<file path="config.mk">
export PLATFORM = sky130hd
export DESIGN_NAME = pmsk_queue
export DESIGN_NICKNAME = d
export VERILOG_FILES = /design/src/design/pmsk_pkg.sv /design/src/design/pmsk_queue.sv
export VERILOG_INCLUDE_DIRS = /design/src /design/src/design
export SDC_FILE = /design/constraint.sdc
export NUM_CORES = 1
export LEC_CHECK = 0
export BUFFER_PORTS_ARGS = -buffer_cell sky130_fd_sc_hd__buf_2
export CORE_MARGIN = 5
export CORE_UTILIZATION = 45
export CTS_CLUSTER_DIAMETER = 30
export DETAILED_ROUTE_END_ITERATION = 8
export PLACE_DENSITY = 0.7
export SETUP_SLACK_MARGIN = 0.3
export SYNTH_ARGS = -nofsm -noshare
export SYNTH_HDL_FRONTEND = slang
export SYNTH_SLANG_ARGS = --single-unit
</file>
<file path="constraint.sdc">
create_clock -name clk -period 4.95 [get_ports clk]
set_input_delay 1.2375 -clock clk [delete_from_list [all_inputs] [get_ports clk]]
set_output_delay 1.2375 -clock clk [all_outputs]
set_load 0.02 [all_outputs]
</file>
<file path="src/design/poly_match_string_kernel_unit_macros.svh">
// ----------------------------------------------------------------------------
// poly match string kernel assertion macros
// shared concurrent assertion forms, reset-qualified
// ----------------------------------------------------------------------------
`ifndef POLY_MATCH_STRING_KERNEL_UNIT_MACROS_SVH
`define POLY_MATCH_STRING_KERNEL_UNIT_MACROS_SVH

// same-cycle implication
`define PMSK_ASSERT_IMP(label, clk, rst_n, ante, cons) \
    label: assert property (@(posedge clk) disable iff (!rst_n) (ante) |-> (cons)) \
        else $error("pmsk same-cycle check failed");

// next-cycle implication
`define PMSK_ASSERT_NEXT(label, clk, rst_n, ante, cons) \
    label: assert property (@(posedge clk) disable iff (!rst_n) (ante) |=> (cons)) \
        else $error("pmsk next-cycle check failed");

`endif

</file>
<file path="src/design/pmsk_pkg.sv">
// ----------------------------------------------------------------------------
// pmsk_pkg
// widths, register codes and shared types of the match string kernel
// ----------------------------------------------------------------------------
package pmsk_pkg;

    localparam int CHAR_W     = 8;
    localparam int CNT_W      = 11;
    localparam int KVAL_W     = 64;
    localparam int DEG_W      = 3;
    localparam int CFG_IDX_W  = 2;
    localparam int CFG_DATA_W = 3;
    localparam int FRAC_W     = 32;
    localparam int QDEPTH     = 2;

    // register indexes of the configuration port
    localparam logic [CFG_IDX_W-1:0] REG_DEGREE    = 2'd0;
    localparam logic [CFG_IDX_W-1:0] REG_ADD_ONE   = 2'd1;
    localparam logic [CFG_IDX_W-1:0] REG_NORMALIZE = 2'd2;

    localparam logic [DEG_W-1:0] DEGREE_RST = 3'd2;

    typedef struct packed {
        logic [DEG_W-1:0] degree;
        logic             add_one;
        logic             normalize;
    } pmsk_cfg_t;

    // one finished string pair, handed from front to back
    typedef struct packed {
        logic [CNT_W-1:0] match_cnt;
        logic [CNT_W-1:0] pairs;
        logic             too_long;
    } pmsk_job_t;

    // queue status seen by the front and back
    typedef struct packed {
        logic full;
        logic empty;
    } pmsk_qstat_t;

endpackage

</file>
<file path="src/design/pmsk_queue.sv">
// ----------------------------------------------------------------------------
// pmsk_queue
// short job queue between front and back
// ----------------------------------------------------------------------------
`include "poly_match_string_kernel_unit_macros.svh"

module pmsk_queue import pmsk_pkg::*;
(
    input  logic        clk,
    input  logic        rst_n,
    input  logic        push,
    input  pmsk_job_t   push_job,
    input  logic        pop,
    output pmsk_job_t   head_job,
    output pmsk_qstat_t qstat
);

    localparam int PTR_W = (QDEPTH > 1) ? $clog2(QDEPTH) : 1;
    localparam int CNT_QW = $clog2(QDEPTH + 1);

    pmsk_job_t         entry_reg [QDEPTH];
    logic [PTR_W-1:0]  wr_ptr_reg;
    logic [PTR_W-1:0]  rd_ptr_reg;
    logic [CNT_QW-1:0] count_reg;

    assign qstat.full  = (count_reg == CNT_QW'(QDEPTH));
    assign qstat.empty = (count_reg == '0);
    assign head_job    = entry_reg[rd_ptr_reg];

    always_ff @(posedge clk)
    begin
        if (push)
        begin
            entry_reg[wr_ptr_reg] <= push_job;
        end
    end

    always_ff @(posedge clk or negedge rst_n)
    begin
        if (!rst_n)
        begin
            wr_ptr_reg <= '0;
            rd_ptr_reg <= '0;
            count_reg  <= '0;
        end
        else
        begin
            if (push)
            begin
                wr_ptr_reg <= (wr_ptr_reg == PTR_W'(QDEPTH - 1)) ? '0 : wr_ptr_reg + 1'b1;
            end
            if (pop)
            begin
                rd_ptr_reg <= (rd_ptr_reg == PTR_W'(QDEPTH - 1)) ? '0 : rd_ptr_reg + 1'b1;
            end
            if (push && !pop)
            begin
                count_reg <= count_reg + 1'b1;
            end
            else if (pop && !push)
            begin
                count_reg <= count_reg - 1'b1;
            end
        end
    end

    `PMSK_ASSERT_IMP(a_no_pop_empty, clk, rst_n, pop, !qstat.empty)
    `PMSK_ASSERT_IMP(a_no_push_full, clk, rst_n, push, !qstat.full)
    `PMSK_ASSERT_NEXT(a_count_up, clk, rst_n, push && !pop, count_reg == $past(count_reg) + 1'b1)

endmodule

</file>
==> run_results.csv, run 1 <==
group,metric,value,unit
outcome,status,"finished clean",
cts,cts-root-buf,"clkbuf_8",
cts,htree_levels,2,
power,power.switching,422.1,uW
timing,drv_slew,0,
cts,cts_tree,"built",
detailed_routing,antenna_left,0,
worst_setup_path,worst_setup_path_end_kind,"primary output",
synth,yosysWarnings,0,
timing,post-route-min-period,3144,ps
synth,synthTopCellsByArea,"edfxtp_1, mux2_4, dfrtp_1",
floorplanning,core,0.004264,mm2
placement,place.gp.congestion,0.6797,
detailed_routing,routedWlPerCell,15.54,um
worst_setup_path,path_max_fanout,14,
timing,fmax,318.1,MHz
cts,clkTransAtPathRegs,80,ps
floorplanning,die_h,75.82,um
cts,postCtsHoldBufs,0,
job,drv_cap,0,
placement,port_buffers,51,
worst_setup_path,cp.arrival,1910,ps
finish,layout_commonest_cell,"buf_2",
timing,setup_viol,0,
synth,ys_seq_area_share,75.99,%
finish,largest_reg_flops,46,
cts,cts_made_buffers,5,
synth,syn_nets,116,
floorplanning,ioPinCount,52,
global_route,grt_pass1_vias,1007,
finish,antenna_cells,0,
synth,synth_seq_cells,50,
placement,dpl_cell_area,0.002236,mm2
detailed_routing,vias,942,
power,comb_power_share,32.5,%
timing,timing.setup.tns,0,ps
timing,fin_skew,1.827,ps
floorplanning,dieArea,0.005748,mm2
synth,syn_avg_cell_area,22.15,um2
power,power.density,595.8,mW/mm2
power,total_power,1.417,mW
power,pwr-share-clk,23.9,%
finish,final_cell_mix,"buf_2, edfxtp_1, mux2_4",
floorplanning,die_w,75.82,um
cts,clkSinkCount,50,
worst_setup_path,reg2reg_depth,1,
floorplanning,num_rows,24,
finish,syn_to_final_growth,22.02,%
cts,ctsResizeCount,0,
finish,drive_above_1_share,58.22,%
finish,final_nets,173,
timing,hold_viol_final,0,
power,switching_share,29.79,%
detailed_routing,wl,3076,um
power,seqPwrFrac,43.6,%
global_route,grt_pass1_wl,4609,um
worst_hold_path,hold_path_class,"flip-flop to flip-flop",
worst_setup_path,crit_type,"flip-flop to primary output",
finish,postLayoutCoreUtil,55.78,%
detailed_routing,dr.first_iter.drc_count,54,
timing,rsz0062_at_grt,"false",
synth,synthCells,88,
synth,synth.distinct_cells,13,
worst_setup_path,critPathLaunchType,"flip-flop",
finish,final_cell_area,0.002379,mm2
power,p_leak,0.9793,nW
power,intPower,994.9,uW
global_route,antenna_found_initial,0,
timing,holdWs,507.4,ps
synth,post-synth-top-area-cell,"edfxtp_1",
global_route,grt_max_degree,24,
synth,syn_area,0.001949,mm2
timing,maxSlewHeadroom,29.40,%
detailed_routing,dr.pass1.iters,4,
timing,min_period_over_period,63.51,%
cts,clockBufferDepth,2,
floorplanning,start_util,45.72,%
timing,tightest_slew,1059,ps
detailed_routing,drc,0,
synth,synth_top_area_share,70.86,%
worst_hold_path,hold_depth,1,
detailed_routing,viasPerCell,4.758,
power,peakVddDrop,0.3097,mV
global_route,grt_use_total,11.28,%
cts,clk_latency,290,ps
global_route,globalRoute.totalOverflow,0,
worst_setup_path,worstPathRequired,3710,ps
cts,cts_setup_buffers,0,
worst paths after layout:
check / from / endpoint / slack (ps)
worst max-delay path: rd_ptr_reg$_DFFE_PN0P_ / head_job[2] / 1810
worst min-delay path: count_reg[1]$_DFFE_PN0P_ / count_reg[1]$_DFFE_PN0P_ / 510
worst max register to register: wr_ptr_reg$_DFFE_PN0P_ / entry_reg[1][20]$_DFFE_PP_ / 3310
worst min register to register: count_reg[1]$_DFFE_PN0P_ / count_reg[1]$_DFFE_PN0P_ / 510
max in group asynchronous: rst_n / rd_ptr_reg$_DFFE_PN0P_ / 4100
min in group asynchronous: rst_n / count_reg[0]$_DFFE_PN0P_ / 730
synthesized netlist by cell type:
cell,number
buf_12,2
xnor2_1,1
edfxtp_1,46
dfrtp_1,4
mux2_4,19
xor2_1,4
buf_6,1
nor2b_1,2
mux2_2,4
inv_1,1
ha_1,1
nor2_1,2
and2_1,1
area by class of cell:
cell class,instances,area [um2]
Clock inverter,2,60.06
Inverter,1,3.754
Clock buffer,6,82.58
Timing Repair Buffer,53,270.3
Tap cell,52,65.06
Sequential cell,50,1481
Fill cell,358,1886
Multi-Input combinational cell,34,415.4
metal layers:
layer / vias to the layer above / routed length, um / global-route usage, %
li1: 449 / - / -
met1: 451 / 1165 / 12.96
met2: 39 / 1553 / 18.92
met3: 3 / 331 / 5.013
met4: 0 / 26 / 3.495
met5: - / 0 / 0
power groups by stage:
| stage | combinational [mW] | clock, mW | sequential (mW) |
|---|---|---|---|
| 6_report | 0.460 | 0.339 | 0.618 |
| 5_1_grt | 0.494 | 0.368 | 0.629 |
| 4_1_cts | 0.472 | 0.350 | 0.620 |
| 3_5_place_dp | 0.471 | 0 | 0.629 |
| 3_3_place_gp | 0.467 | 0 | 0.621 |
| 2_1_floorplan | 0.400 | 0 | 0.598 |
metrics by stage:
step | std cells | setup slack (ps)
2_1_floorplan | 88 | 2244
3_3_place_gp | 190 | 2142
3_5_place_dp | 190 | 2113
4_1_cts | 198 | 1773
5_1_grt | 198 | 1695
6_report | 198 | 1806
worst max-delay path, cell delays in order, from the launching register on:
cell and delay [ps]:
dfrtp_1 720, buf_4 370, mux2_2 360, buf_2 160
cell families (layout without fill, tap and decap cells):
kind of cell             count (synthesis)  after routing  synth area share (%)
multiplexers                            23             23                 16.94
AND/OR/NAND/NOR                          5              5                 1.348
XOR/XNOR                                 5              5                 2.246
flip-flops                              50             50                 75.99
adder cells (fa/ha/maj)                  1              1                0.6417
buffers and inverters                    4             62                 2.824
No activity file was read; power rests on OpenSTA's default activity.
==> run 2, diff against run 1 <==
--- a/config.mk
+++ b/config.mk
@@ -11,7 +11,7 @@
 export CORE_UTILIZATION = 45
 export CTS_CLUSTER_DIAMETER = 30
 export DETAILED_ROUTE_END_ITERATION = 8
-export PLACE_DENSITY = 0.7
+export PLACE_DENSITY = 0.73
 export SETUP_SLACK_MARGIN = 0.3
 export SYNTH_ARGS = -nofsm -noshare
 export SYNTH_HDL_FRONTEND = slang
==> constraint.sdc (replaced) <==
create_clock -name clk -period 2.8 [get_ports clk]
set_input_delay 0.7 -clock clk [delete_from_list [all_inputs] [get_ports clk]]
set_output_delay 0.7 -clock clk [all_outputs]
set_load 0.02 [all_outputs]
==> run_results.csv, run 2 (synthesis results as in run 1) <==
group,metric,value,unit
detailed_routing,viasPerCell,4.774,
finish,final_cell_area,0.002366,mm2
floorplanning,core,0.004264,mm2
worst_setup_path,crit_type,"flip-flop to primary output",
global_route,top_usage_layer,"met2",
cts,clkSinkCount,50,
cts,cts_tree,"built",
cts,cts-root-buf,"clkbuf_8",
detailed_routing,wl,2973,um
timing,hold_viol_final,0,
placement,port_buffers,51,
global_route,grt_pass1_vias,985,
worst_hold_path,hold_path_class,"input pin to asynchronous set/reset pin",
cts,clockBufferDepth,2,
timing,maxSlewHeadroom,67.88,%
timing,tightest_slew,479.6,ps
worst_setup_path,reg2reg_depth,2,
placement,place_ws,867.8,ps
timing,drv_slew,0,
cts,cts_setup_buffers,0,
global_route,use_met2,18.25,%
global_route,grtUsageMet1,12.39,%
finish,postLayoutCoreUtil,55.49,%
power,power.density,1013,mW/mm2
worst_setup_path,critPathLaunchType,"flip-flop",
timing,fmax,471.3,MHz
worst_setup_path,worst_setup_path_end_kind,"primary output",
timing,finalWorstSetupSlack,678.4,ps
floorplanning,num_rows,24,
finish,layout_commonest_cell,"buf_2",
finish,fillers,353,
global_route,grt_use_total,10.98,%
outcome,status,"finished clean",
cts,clk_latency,290,ps
detailed_routing,dr.pass1.iters,4,
global_route,antenna_found_initial,0,
floorplanning,ioPinCount,52,
power,p_leak,0.9732,nW
finish,syn_to_final_growth,21.37,%
cts,postCtsHoldBufs,0,
floorplanning,start_util,45.72,%
timing,fin_skew,3.532,ps
cts,htree_levels,2,
finish,antenna_cells,0,
timing,timing.setup.tns,0,ps
global_route,globalRoute.totalOverflow,0,
worst_setup_path,worstPathRequired,2100,ps
finish,drive_above_1_share,57.82,%
cts,clkTransAtPathRegs,80,ps
finish,final_cell_mix,"buf_2, edfxtp_1, mux2_4",
global_route,grt_max_degree,16,
global_route,grt_pass1_wl,4443,um
floorplanning,die_h,75.82,um
power,peakVddDrop,0.5397,mV
global_route,grt.met3_usage,5.409,%
detailed_routing,dr.first_iter.drc_count,44,
detailed_routing,drc,0,
power,total_power,2.397,mW
finish,final_nets,175,
detailed_routing,antenna_left,0,
detailed_routing,vias,950,
cts,cts_made_buffers,5,
detailed_routing,routedWlPerCell,14.94,um
job,drv_cap,0,
floorplanning,die_w,75.82,um
timing,post-route-min-period,2122,ps
placement,dpl_cell_area,0.002263,mm2
floorplanning,dieArea,0.005748,mm2
timing,setup_viol,0,
placement,place.gp.congestion,0.6847,
finish,largest_reg_flops,46,
cts,ctsResizeCount,0,
placement,dp_hpwl,2257,um
worst_setup_path,cp.arrival,1420,ps
timing,rsz0062_at_grt,"false",
timing,min_period_over_period,75.77,%
worst_setup_path,path_max_fanout,14,
[run 2: cell types whose count changed in the layout (fill, tap and decap cells not counted), sizes merged]
cell    change
clkbuf      -1
bufinv      -1
clkinv      +1
buf         +2
[run 2: stage by stage]
step,hold slack (ps),std cells
4_1_cts,189.5,199
2_1_floorplan,404.4,88
3_3_place_gp,471.3,192
3_5_place_dp,479.9,192
6_report,200.4,199
5_1_grt,191.3,199
[run 2: final cells by class]
type | count | area, um2 | area share (%)
inverters | 1 | 3.754 | 0.1586
flip-flops and latches | 50 | 1481 | 62.61
clock inverters | 2 | 33.78 | 1.428
multi-input cells | 34 | 415.4 | 17.56
clock buffers | 5 | 68.82 | 2.909
well taps | 52 | 65.06 | 2.750
repair buffers | 55 | 297.8 | 12.59
[run 2: power by group]
group	switching [mW]	internal [mW]	total [mW]
logic	0.477	0.403	0.880
registers	0.0562	0.997	1.05
clock network	0.206	0.258	0.463
total	0.739	1.66	2.40
[run 2: path summary, 6_finish.rpt]
path / slack, ps / start / to
worst min register to register: 500 / count_reg[1]$_DFFE_PN0P_ / count_reg[1]$_DFFE_PN0P_
worst min-delay path: 200 / rst_n / wr_ptr_reg$_DFFE_PN0P_
worst max register to register: 1330 / wr_ptr_reg$_DFFE_PN0P_ / entry_reg[0][20]$_DFFE_PP_
min in group clk: 500 / count_reg[1]$_DFFE_PN0P_ / count_reg[1]$_DFFE_PN0P_
max in group asynchronous: 2480 / rst_n / rd_ptr_reg$_DFFE_PN0P_
worst max-delay path: 680 / rd_ptr_reg$_DFFE_PN0P_ / head_job[7]
[run 2: routing by layer]
layer	vias up	wire length, um
li1	449	-
met1	454	1125
met2	44	1463
met3	3	350
met4	0	34
met5	-	0
[run 2: critical path: stages, from the launching register on]
cell,delay [ps]
dfrtp_1,350
buf_4,260
mux2_2,360
buf_2,160
